### src/rtl/rac_pkg.sv
// types and constants of the rational accumulator alu
// no dependencies; used by every module of the block
`timescale 1ns / 1ps
`default_nettype none

package rac_pkg;

    // bits of the multiplier operand consumed per cycle
    localparam int DIGIT_W = 4;

    typedef enum logic [2:0]
    {
        ACT_LOAD = 3'd0,
        ACT_ADD  = 3'd1,
        ACT_SUB  = 3'd2,
        ACT_MUL  = 3'd3,
        ACT_DIV  = 3'd4,
        ACT_READ = 3'd5
    } action_t;

    typedef struct packed
    {
        logic [2:0]         action;
        logic signed [31:0] operand_num;
        logic signed [31:0] operand_den;
    } cmd_t;

    typedef struct packed
    {
        logic signed [31:0] result_num;
        logic signed [31:0] result_den;
        logic               zero_den;
        logic               gcd_zero;
    } res_t;

    // multiplier operand pairs
    typedef enum logic [2:0]
    {
        MSEL_NUM_OD,
        MSEL_ON_DEN,
        MSEL_DEN_OD,
        MSEL_NUM_ON,
        MSEL_DEN_ON
    } msel_t;

    // product destinations
    typedef enum logic [1:0]
    {
        MDST_NUM,
        MDST_AUX,
        MDST_DEN
    } mdst_t;

    // divider jobs
    typedef enum logic [1:0]
    {
        DSEL_GCD,
        DSEL_NUM,
        DSEL_DEN
    } dsel_t;

    // accumulator update
    typedef enum logic [2:0]
    {
        COMMIT_NONE,
        COMMIT_LOAD,
        COMMIT_ADD,
        COMMIT_SUB,
        COMMIT_MOVE
    } commit_t;

    // result source
    typedef enum logic [1:0]
    {
        OSEL_ACC,
        OSEL_GZ,
        OSEL_RED
    } osel_t;

    typedef struct packed
    {
        logic    mul_start;
        msel_t   msel;
        mdst_t   mdst;
        logic    div_start;
        dsel_t   dsel;
        commit_t commit;
        logic    gcd_init;
        osel_t   osel;
        logic    out_load;
    } ctl_t;

    typedef struct packed
    {
        logic mul_done;
        logic div_done;
        logic a_zero;
        logic b_zero;
        logic res_free;
    } sts_t;

endpackage

`default_nettype wire

### src/rtl/rac_ctrl.sv
// sequencer of the rational accumulator alu
// depends on rac_pkg; drives the datapath through ctl_t, watches sts_t
`timescale 1ns / 1ps
`default_nettype none

module rac_ctrl
    import rac_pkg::*;
(
    input  wire logic       clk,
    input  wire logic       rst_n,
    input  wire logic       accept,
    input  wire logic [2:0] action,
    input  wire sts_t       sts,
    output logic            ready,
    output ctl_t            ctl
);

    typedef enum logic [3:0]
    {
        S_IDLE,
        S_DISPATCH,
        S_MUL1,
        S_MUL2,
        S_MUL3,
        S_GCD_INIT,
        S_GCD_TEST,
        S_GCD_DIV,
        S_QNUM,
        S_QDEN,
        S_FINISH
    } state_t;

    state_t     state_reg;
    logic [2:0] action_reg;
    ctl_t       ctl_reg;

    assign ready = (state_reg == S_IDLE);
    assign ctl   = ctl_reg;

    always_ff @(posedge clk or negedge rst_n)
    begin
        if (!rst_n)
        begin
            state_reg  <= S_IDLE;
            action_reg <= ACT_LOAD;
            ctl_reg    <= '0;
        end
        else
        begin
            // pulses last one cycle
            ctl_reg.mul_start <= 1'b0;
            ctl_reg.div_start <= 1'b0;
            ctl_reg.commit    <= COMMIT_NONE;
            ctl_reg.gcd_init  <= 1'b0;
            ctl_reg.out_load  <= 1'b0;

            case (state_reg)
                S_IDLE:
                begin
                    if (accept)
                    begin
                        action_reg <= action;
                        state_reg  <= S_DISPATCH;
                    end
                end

                S_DISPATCH:
                begin
                    ctl_reg.osel <= OSEL_ACC;
                    case (action_reg)
                        ACT_LOAD:
                        begin
                            ctl_reg.commit <= COMMIT_LOAD;
                            state_reg      <= S_FINISH;
                        end
                        ACT_ADD, ACT_SUB, ACT_DIV:
                        begin
                            ctl_reg.mul_start <= 1'b1;
                            ctl_reg.msel      <= MSEL_NUM_OD;
                            ctl_reg.mdst      <= MDST_NUM;
                            state_reg         <= S_MUL1;
                        end
                        ACT_MUL:
                        begin
                            ctl_reg.mul_start <= 1'b1;
                            ctl_reg.msel      <= MSEL_NUM_ON;
                            ctl_reg.mdst      <= MDST_NUM;
                            state_reg         <= S_MUL1;
                        end
                        ACT_READ:
                        begin
                            ctl_reg.gcd_init <= 1'b1;
                            state_reg        <= S_GCD_INIT;
                        end
                        default:
                        begin
                            // unused codes return the stored fraction
                            state_reg <= S_FINISH;
                        end
                    endcase
                end

                S_MUL1:
                begin
                    if (sts.mul_done)
                    begin
                        ctl_reg.mul_start <= 1'b1;
                        case (action_reg)
                            ACT_ADD, ACT_SUB:
                            begin
                                ctl_reg.msel <= MSEL_ON_DEN;
                                ctl_reg.mdst <= MDST_AUX;
                            end
                            ACT_MUL:
                            begin
                                ctl_reg.msel <= MSEL_DEN_OD;
                                ctl_reg.mdst <= MDST_DEN;
                            end
                            default:
                            begin
                                ctl_reg.msel <= MSEL_DEN_ON;
                                ctl_reg.mdst <= MDST_DEN;
                            end
                        endcase
                        state_reg <= S_MUL2;
                    end
                end

                S_MUL2:
                begin
                    if (sts.mul_done)
                    begin
                        if (action_reg inside {ACT_ADD, ACT_SUB})
                        begin
                            ctl_reg.mul_start <= 1'b1;
                            ctl_reg.msel      <= MSEL_DEN_OD;
                            ctl_reg.mdst      <= MDST_DEN;
                            state_reg         <= S_MUL3;
                        end
                        else
                        begin
                            ctl_reg.commit <= COMMIT_MOVE;
                            state_reg      <= S_FINISH;
                        end
                    end
                end

                S_MUL3:
                begin
                    if (sts.mul_done)
                    begin
                        ctl_reg.commit <= (action_reg == ACT_SUB) ? COMMIT_SUB : COMMIT_ADD;
                        state_reg      <= S_FINISH;
                    end
                end

                S_GCD_INIT:
                begin
                    state_reg <= S_GCD_TEST;
                end

                S_GCD_TEST:
                begin
                    if (sts.b_zero)
                    begin
                        if (sts.a_zero)
                        begin
                            ctl_reg.osel <= OSEL_GZ;
                            state_reg    <= S_FINISH;
                        end
                        else
                        begin
                            ctl_reg.div_start <= 1'b1;
                            ctl_reg.dsel      <= DSEL_NUM;
                            state_reg         <= S_QNUM;
                        end
                    end
                    else
                    begin
                        ctl_reg.div_start <= 1'b1;
                        ctl_reg.dsel      <= DSEL_GCD;
                        state_reg         <= S_GCD_DIV;
                    end
                end

                S_GCD_DIV:
                begin
                    if (sts.div_done)
                    begin
                        state_reg <= S_GCD_TEST;
                    end
                end

                S_QNUM:
                begin
                    if (sts.div_done)
                    begin
                        ctl_reg.div_start <= 1'b1;
                        ctl_reg.dsel      <= DSEL_DEN;
                        state_reg         <= S_QDEN;
                    end
                end

                S_QDEN:
                begin
                    if (sts.div_done)
                    begin
                        ctl_reg.osel <= OSEL_RED;
                        state_reg    <= S_FINISH;
                    end
                end

                S_FINISH:
                begin
                    if (sts.res_free)
                    begin
                        ctl_reg.out_load <= 1'b1;
                        state_reg        <= S_IDLE;
                    end
                end

                default:
                begin
                    state_reg <= S_IDLE;
                end
            endcase
        end
    end

endmodule

`default_nettype wire

### src/rtl/rac_dpath.sv
// datapath of the rational accumulator alu: accumulator, digit-serial
// multiplier, restoring divider, euclid registers, result register
// depends on rac_pkg; commanded by rac_ctrl
`timescale 1ns / 1ps
`default_nettype none

module rac_dpath
    import rac_pkg::*;
#(
    parameter int WIDTH = 32
)
(
    input  wire logic clk,
    input  wire logic rst_n,
    input  wire logic capture,
    input  wire cmd_t cmd,
    input  wire ctl_t ctl,
    input  wire logic res_ready,
    output logic      res_valid,
    output res_t      res,
    output sts_t      sts
);

    localparam int EXT_W  = (WIDTH > 32) ? WIDTH : 32;
    localparam int NDIG   = (WIDTH + DIGIT_W - 1) / DIGIT_W;
    localparam int MCNT_W = $clog2(NDIG);
    localparam int DCNT_W = $clog2(WIDTH);

    function automatic logic [WIDTH-1:0] mag_w(input logic [WIDTH-1:0] v);
        return v[WIDTH-1] ? -v : v;
    endfunction

    // operands and accumulator
    logic signed [EXT_W-1:0] on_ext;
    logic signed [EXT_W-1:0] od_ext;
    logic [WIDTH-1:0]        op_num_reg;
    logic [WIDTH-1:0]        op_den_reg;
    logic [WIDTH-1:0]        acc_num_reg;
    logic [WIDTH-1:0]        acc_den_reg;
    logic [WIDTH-1:0]        p_num_reg;
    logic [WIDTH-1:0]        p_aux_reg;
    logic [WIDTH-1:0]        p_den_reg;

    assign on_ext = EXT_W'(cmd.operand_num);
    assign od_ext = EXT_W'(cmd.operand_den);

    always_ff @(posedge clk)
    begin
        if (capture)
        begin
            op_num_reg <= on_ext[WIDTH-1:0];
            op_den_reg <= od_ext[WIDTH-1:0];
        end
    end

    always_ff @(posedge clk or negedge rst_n)
    begin
        if (!rst_n)
        begin
            acc_num_reg <= '0;
            acc_den_reg <= WIDTH'(1);
        end
        else
        begin
            case (ctl.commit)
                COMMIT_LOAD:
                begin
                    acc_num_reg <= op_num_reg;
                    acc_den_reg <= op_den_reg;
                end
                COMMIT_ADD:
                begin
                    acc_num_reg <= p_num_reg + p_aux_reg;
                    acc_den_reg <= p_den_reg;
                end
                COMMIT_SUB:
                begin
                    acc_num_reg <= p_num_reg - p_aux_reg;
                    acc_den_reg <= p_den_reg;
                end
                COMMIT_MOVE:
                begin
                    acc_num_reg <= p_num_reg;
                    acc_den_reg <= p_den_reg;
                end
                default:
                begin
                end
            endcase
        end
    end

    // multiplier, one digit of b per cycle, product wraps at WIDTH bits
    logic [WIDTH-1:0]         mul_sel_a;
    logic [WIDTH-1:0]         mul_sel_b;
    logic                     mul_busy_reg;
    logic [MCNT_W-1:0]        mul_cnt_reg;
    logic [WIDTH-1:0]         mul_a_reg;
    logic [WIDTH-1:0]         mul_b_reg;
    logic [WIDTH-1:0]         mul_sum_reg;
    mdst_t                    mul_dst_reg;
    logic [WIDTH+DIGIT_W-1:0] mul_pp;
    logic [WIDTH-1:0]         mul_acc;
    logic                     mul_last;

    always_comb
    begin
        case (ctl.msel)
            MSEL_NUM_OD: begin mul_sel_a = acc_num_reg; mul_sel_b = op_den_reg; end
            MSEL_ON_DEN: begin mul_sel_a = op_num_reg;  mul_sel_b = acc_den_reg; end
            MSEL_DEN_OD: begin mul_sel_a = acc_den_reg; mul_sel_b = op_den_reg; end
            MSEL_NUM_ON: begin mul_sel_a = acc_num_reg; mul_sel_b = op_num_reg; end
            MSEL_DEN_ON: begin mul_sel_a = acc_den_reg; mul_sel_b = op_num_reg; end
            default:     begin mul_sel_a = acc_num_reg; mul_sel_b = op_den_reg; end
        endcase
    end

    assign mul_pp   = mul_a_reg * mul_b_reg[DIGIT_W-1:0];
    assign mul_acc  = mul_sum_reg + mul_pp[WIDTH-1:0];
    assign mul_last = mul_busy_reg && (mul_cnt_reg == MCNT_W'(NDIG - 1));

    always_ff @(posedge clk or negedge rst_n)
    begin
        if (!rst_n)
        begin
            mul_busy_reg <= 1'b0;
            mul_cnt_reg  <= '0;
        end
        else if (ctl.mul_start)
        begin
            mul_busy_reg <= 1'b1;
            mul_cnt_reg  <= '0;
        end
        else if (mul_busy_reg)
        begin
            mul_cnt_reg <= mul_cnt_reg + 1'b1;
            if (mul_last)
            begin
                mul_busy_reg <= 1'b0;
            end
        end
    end

    always_ff @(posedge clk)
    begin
        if (ctl.mul_start)
        begin
            mul_a_reg   <= mul_sel_a;
            mul_b_reg   <= mul_sel_b;
            mul_sum_reg <= '0;
            mul_dst_reg <= ctl.mdst;
        end
        else if (mul_busy_reg)
        begin
            mul_a_reg   <= mul_a_reg << DIGIT_W;
            mul_b_reg   <= mul_b_reg >> DIGIT_W;
            mul_sum_reg <= mul_acc;
        end
        if (mul_last)
        begin
            case (mul_dst_reg)
                MDST_NUM: p_num_reg <= mul_acc;
                MDST_AUX: p_aux_reg <= mul_acc;
                MDST_DEN: p_den_reg <= mul_acc;
                default:  p_aux_reg <= mul_acc;
            endcase
        end
    end

    // restoring divider, one quotient bit per cycle
    logic [WIDTH-1:0]  div_sel_n;
    logic [WIDTH-1:0]  div_sel_d;
    logic              div_busy_reg;
    logic [DCNT_W-1:0] div_cnt_reg;
    logic [WIDTH-1:0]  div_quo_reg;
    logic [WIDTH-1:0]  div_rem_reg;
    logic [WIDTH-1:0]  div_dvs_reg;
    dsel_t             div_job_reg;
    logic [WIDTH:0]    div_sh;
    logic [WIDTH:0]    div_diff;
    logic              div_ge;
    logic [WIDTH-1:0]  div_rem_nx;
    logic [WIDTH-1:0]  div_quo_nx;
    logic              div_last;

    // euclid pair and quotients
    logic [WIDTH-1:0]  gcd_a_reg;
    logic [WIDTH-1:0]  gcd_b_reg;
    logic [WIDTH-1:0]  qn_reg;
    logic [WIDTH-1:0]  qd_reg;

    always_comb
    begin
        case (ctl.dsel)
            DSEL_GCD: begin div_sel_n = gcd_a_reg;          div_sel_d = gcd_b_reg; end
            DSEL_NUM: begin div_sel_n = mag_w(acc_num_reg); div_sel_d = gcd_a_reg; end
            DSEL_DEN: begin div_sel_n = mag_w(acc_den_reg); div_sel_d = gcd_a_reg; end
            default:  begin div_sel_n = gcd_a_reg;          div_sel_d = gcd_b_reg; end
        endcase
    end

    assign div_sh     = {div_rem_reg, div_quo_reg[WIDTH-1]};
    assign div_diff   = div_sh - {1'b0, div_dvs_reg};
    assign div_ge     = (div_sh >= {1'b0, div_dvs_reg});
    assign div_rem_nx = div_ge ? div_diff[WIDTH-1:0] : div_sh[WIDTH-1:0];
    assign div_quo_nx = {div_quo_reg[WIDTH-2:0], div_ge};
    assign div_last   = div_busy_reg && (div_cnt_reg == DCNT_W'(WIDTH - 1));

    always_ff @(posedge clk or negedge rst_n)
    begin
        if (!rst_n)
        begin
            div_busy_reg <= 1'b0;
            div_cnt_reg  <= '0;
        end
        else if (ctl.div_start)
        begin
            div_busy_reg <= 1'b1;
            div_cnt_reg  <= '0;
        end
        else if (div_busy_reg)
        begin
            div_cnt_reg <= div_cnt_reg + 1'b1;
            if (div_last)
            begin
                div_busy_reg <= 1'b0;
            end
        end
    end

    always_ff @(posedge clk)
    begin
        if (ctl.div_start)
        begin
            div_quo_reg <= div_sel_n;
            div_rem_reg <= '0;
            div_dvs_reg <= div_sel_d;
            div_job_reg <= ctl.dsel;
        end
        else if (div_busy_reg)
        begin
            div_quo_reg <= div_quo_nx;
            div_rem_reg <= div_rem_nx;
        end

        if (ctl.gcd_init)
        begin
            gcd_a_reg <= mag_w(acc_num_reg);
            gcd_b_reg <= mag_w(acc_den_reg);
        end
        else if (div_last && (div_job_reg == DSEL_GCD))
        begin
            gcd_a_reg <= gcd_b_reg;
            gcd_b_reg <= div_rem_nx;
        end

        if (div_last && (div_job_reg == DSEL_NUM))
        begin
            qn_reg <= div_quo_nx;
        end
        if (div_last && (div_job_reg == DSEL_DEN))
        begin
            qd_reg <= div_quo_nx;
        end
    end

    // reduced fraction: signs back on, then both negated if the denominator is negative
    logic [WIDTH-1:0] red_num1;
    logic [WIDTH-1:0] red_den1;
    logic [WIDTH-1:0] red_num;
    logic [WIDTH-1:0] red_den;

    assign red_num1 = acc_num_reg[WIDTH-1] ? -qn_reg : qn_reg;
    assign red_den1 = acc_den_reg[WIDTH-1] ? -qd_reg : qd_reg;
    assign red_num  = red_den1[WIDTH-1] ? -red_num1 : red_num1;
    assign red_den  = red_den1[WIDTH-1] ? -red_den1 : red_den1;

    // result register
    logic [WIDTH-1:0]        out_num_w;
    logic [WIDTH-1:0]        out_den_w;
    logic signed [EXT_W-1:0] out_num_ext;
    logic signed [EXT_W-1:0] out_den_ext;
    logic                    res_valid_reg;
    res_t                    res_reg;

    assign out_num_w   = (ctl.osel == OSEL_RED) ? red_num : acc_num_reg;
    assign out_den_w   = (ctl.osel == OSEL_RED) ? red_den : acc_den_reg;
    assign out_num_ext = EXT_W'($signed(out_num_w));
    assign out_den_ext = EXT_W'($signed(out_den_w));

    always_ff @(posedge clk or negedge rst_n)
    begin
        if (!rst_n)
        begin
            res_valid_reg <= 1'b0;
        end
        else if (ctl.out_load)
        begin
            res_valid_reg <= 1'b1;
        end
        else if (res_ready)
        begin
            res_valid_reg <= 1'b0;
        end
    end

    always_ff @(posedge clk)
    begin
        if (ctl.out_load)
        begin
            res_reg.result_num <= out_num_ext[31:0];
            res_reg.result_den <= out_den_ext[31:0];
            res_reg.zero_den   <= (out_den_w == '0);
            res_reg.gcd_zero   <= (ctl.osel == OSEL_GZ);
        end
    end

    assign res_valid = res_valid_reg;
    assign res       = res_reg;

    assign sts.mul_done = mul_last;
    assign sts.div_done = div_last;
    assign sts.a_zero   = (gcd_a_reg == '0);
    assign sts.b_zero   = (gcd_b_reg == '0);
    assign sts.res_free = !res_valid_reg || res_ready;

endmodule

`default_nettype wire

### src/rtl/rational_accumulator_alu.sv
// work per command: load none, add/sub three multiplies, mul/div two, all on
// the digit-serial multiplier with 4-bit digits; read: euclid's loop of divides,
// then the two final divides unless the fraction is 0/0, on the one-bit-per-cycle
// divider; one item in flight, next cmd beat taken while res waits
// reset: asynchronous active-low rst_n, fraction returns to 0/1, no result pending
`timescale 1ns / 1ps
`default_nettype none

module rational_accumulator_alu
    import rac_pkg::*;
#(
    parameter int WIDTH = 32
)
(
    input  wire logic clk,
    input  wire logic rst_n,

    // command channel: action plus operand fraction
    input  wire logic cmd_valid,
    output logic      cmd_ready,
    input  wire cmd_t cmd,

    // result channel: one beat per command
    output logic      res_valid,
    input  wire logic res_ready,
    output res_t      res
);

    // the controller walks each command through its multiplies or through
    // euclid's loop and the two final divides; the datapath owns all
    // arithmetic, the accumulator and the result register
    ctl_t ctl;
    sts_t sts;
    logic cmd_accept;

    assign cmd_accept = cmd_valid && cmd_ready;

    rac_ctrl u_ctrl
    (
        .clk    (clk),
        .rst_n  (rst_n),
        .accept (cmd_accept),
        .action (cmd.action),
        .sts    (sts),
        .ready  (cmd_ready),
        .ctl    (ctl)
    );

    // operands are sign-extended and latched on the accepted beat, so the
    // command payload may change right after
    rac_dpath #(
        .WIDTH (WIDTH)
    ) u_dpath
    (
        .clk       (clk),
        .rst_n     (rst_n),
        .capture   (cmd_accept),
        .cmd       (cmd),
        .ctl       (ctl),
        .res_ready (res_ready),
        .res_valid (res_valid),
        .res       (res),
        .sts       (sts)
    );

endmodule

`default_nettype wire

### config.mk
export PLATFORM = sky130hd
export DESIGN_NAME = rational_accumulator_alu
export DESIGN_NICKNAME = d
export VERILOG_FILES = /design/src/rtl/rac_pkg.sv /design/src/rtl/rac_ctrl.sv /design/src/rtl/rac_dpath.sv /design/src/rtl/rational_accumulator_alu.sv
export SDC_FILE = /design/constraint.sdc
export NUM_CORES = 2
export LEC_CHECK = 0
export BUFFER_PORTS_ARGS = -buffer_cell sky130_fd_sc_hd__buf_4
export CORE_ASPECT_RATIO = 2
export CORE_MARGIN = 2
export CORE_UTILIZATION = 35
export DETAILED_ROUTE_END_ITERATION = 10
export GPL_TIMING_DRIVEN = 0
export PLACE_DENSITY_LB_ADDON = 0.3
export SYNTH_ARGS = -nofsm -noshare
export SYNTH_HDL_FRONTEND = slang
export SYNTH_SLANG_ARGS = --single-unit
### constraint.sdc
create_clock -name clk -period 5.8 [get_ports clk]
set_clock_uncertainty 0.05 [all_clocks]
set_input_delay 0.29 -clock clk [delete_from_list [all_inputs] [get_ports clk]]
set_output_delay 0.29 -clock clk [all_outputs]
set_load 0.02 [all_outputs]
==> results.yml <==
drt:
  vias_per_cell: 5.82
  drt_drc_violations_left: 0
  route.vias.total: 33800
  drtIter0Drc: 3125
  firstDrtPassIters: 8
  wirelength_um: 165000
  postRouteAntennaNets: 0
  wire_per_inst_um: 28.5
clock_network:
  clk_pin_slew_ps: 70
  cts-root-buf: "clkbuf_16"
  cts_buffers: 67
  cts_tree: "done"
  clock_path_buffers: 3
  cts.sinks: 648
  clk_latency_ps: 690
  htreeDepth: 3
pwr:
  pwr_density_cell_nw_per_um2: 210
  power_leakage_nw: 16.9
  ir_worst_vdd_uv: 215
logic_synthesis:
  syn-num-nets: 4228
  synth_ff_type: "edfxtp_1"
  yosysUniqueCellTypes: 92
  async_flop_share: 0.151
  yosysWarnings: 0
  yosys_register_bits: 648
  synthCells: 3959
  synth.yosys.seq_area_share: 0.462
  synth_area_per_cell_um2: 10.0
  synth_edf_count: 486
  netlist_area_um2: 39700
final_layout:
  drive_gt1_frac: 0.101
  final_common_cell: "edfxtp_1"
  area_growth_pct: 16.3
  largest_reg_flops: 66
  fin_nets: 4524
  fin_cells: 5805
  layout_common_cells: "edfxtp_1 (486), nand2_1 (353), nor2_1 (331), inv_1 (255), clkbuf_1 (216)"
worst_setup_path:
  critical_path_arrival_ps: 6250
  crit_fanout: 10
  crit_required_ps: 6120
  end_kind: "flop"
  setup.worst_path.class: "reg2reg"
  start_kind: "flop"
placed_design:
  hpwlAfterDp_um: 130000
  gp_congestion: 1.04
  io_buffers: 138
  place_inst: 5612
sta:
  relSlewSlack: 0.101
  report.final.slew_viol_count: 0
  setup_ws_ps: -123
  finalSetupTns_ps: -123
  setup_viol: 1
  period_minus_slack_ps: 5920
  tightest_slew_ps: 1350
  rsz0062_at_grt: "yes"
  final.period_utilization: 1.02
  hold_viol: 0
  max_freq_ghz: 0.169
global_route:
  grt_max_degree: 73
  antenna_found_initial: 14
  grt_use_total: 0.284
  grt_first_pass_wirelength_um: 237000
  overflow: 0
  grt_pass1_vias: 34800
run_status:
  status: "complete, but fails checks"
  violations: "negative setup slack"
min_path:
  hold_path.class: "in2async"
floorplan:
  die_area_um2: 116000
  die_h_um: 480
  die_w_um: 242
  row_count: 174
  core_area_um2: 113000
  ios: 139
  start_util: 0.353
job:
  cap_violations: 0
[where the power goes]
group / total, mW / internal, mW / switching, mW
Combinational: 0.0949 / 0.0616 / 0.0333
Clock: 4.69 / 2.65 / 2.03
Sequential: 4.93 / 4.93 / 0
Total: 9.71 / 7.65 / 2.06
[metrics by stage]
| stage | power, mW | setup slack [ps] | cell area (µm²) | util | hold WS (ps) |
|---|---|---|---|---|---|
| 2_1_floorplan | 5.03 | 566 | 39700 | - | -55.6 |
| 3_3_place_gp | 5.09 | -1840 | 42600 | 0.379 | 408 |
| 3_5_place_dp | 5.09 | -1900 | 43000 | 0.382 | 155 |
| 4_1_cts | 9.79 | 3.28 | 46000 | 0.409 | 12.6 |
| 5_1_grt | 9.95 | -232 | 46200 | 0.410 | 44.1 |
| 6_report | 9.71 | -123 | 46200 | 0.410 | 41.7 |
[routing by layer]
layer	up-vias	share of wire	track usage
li1	14900	-	-
met1	16400	0.30	0.258
met2	1665	0.51	0.515
met3	761	0.065	0.0585
met4	4	0.12	0.284
met5	-	0.00018	0
[worst max-delay path: stages (launching register included)]
cell and delay (ps):
dfrtp_1 520, clkbuf_1 460, clkbuf_1 550, clkbuf_2 400
clkbuf_1 470, clkbuf_1 510, buf_1 610, o31ai_1 210
xor2_1 460, nor2_1 70, o311ai_0 1080, o21ai_0 220
[logic make-up after synthesis]
family,after synthesis,synth area share
AO/OA/AOI/OAI,991,0.165
XOR/XNOR,287,0.0635
adder cells (fa/ha/maj),198,0.0790
buffers and inverters,515,0.0495
flip-flops,648,0.462
multiplexers,153,0.0409
AND/OR/NAND/NOR,1167,0.141
[layout make-up]
cell class,count,area (µm²)
antenna,5,12.5
buffer,255,1000
clock buffer,81,1810
clock inverter,37,475
fill,11100,66400
inverter,258,971
multi-input combinational,2796,19700
sequential,648,18300
tap,1496,1870
timing repair buffer,229,2040
[cells in the mapped netlist, types with 29 or more instances]
cell	n	area, µm²
a31oi_1	83	519
a21o_1	41	308
buf_1	29	109
nor4_1	41	257
dfrtp_1	97	2430
nand2_1	354	1330
mux2i_1	80	801
nand3_1	44	220
dfxtp_1	64	1280
a211oi_1	39	293
edfxtp_1	486	14600
a22oi_1	99	743
xor2_1	149	1310
fa_1	88	1760
xnor2_1	137	1200
inv_1	256	961
o31ai_1	43	323
and2_1	110	688
or3_1	30	188
clkbuf_1	220	826
nor2_1	331	1240
nand2b_1	42	263
mux2_2	73	822
o21ai_0	226	1130
ha_1	110	1380
nor3_1	55	275
a21oi_1	192	961
[repair_timing]
item	4_1_cts	5_1_grt
setup endpoints to repair	79	41
resized for setup	32	39
hold buffers	68	0
setup buffers	3	0
hold endpoints to repair	164	0
pin swaps	2	1
cloned	0	0
[final timing paths]
kind | endpoint | start | slack, ps | cells after the start
setup / recovery | u_dpath.div_quo_reg[16] | u_dpath.acc_den_reg[31] | -120 | 11
hold / removal | u_dpath.div_busy_reg | rst_n | 40 | 2
setup reg to reg | u_dpath.div_quo_reg[16] | u_dpath.acc_den_reg[31] | -120 | 11
hold reg to reg | u_dpath.mul_dst_reg[0] | u_ctrl.ctl[10] | 430 | 0
max in group asynchronous | u_dpath.acc_den_reg[0] | rst_n | 4940 | 3
min in group clk | u_dpath.res_valid | res_ready | 200 | 3
Power figures use the tool's default switching activity.
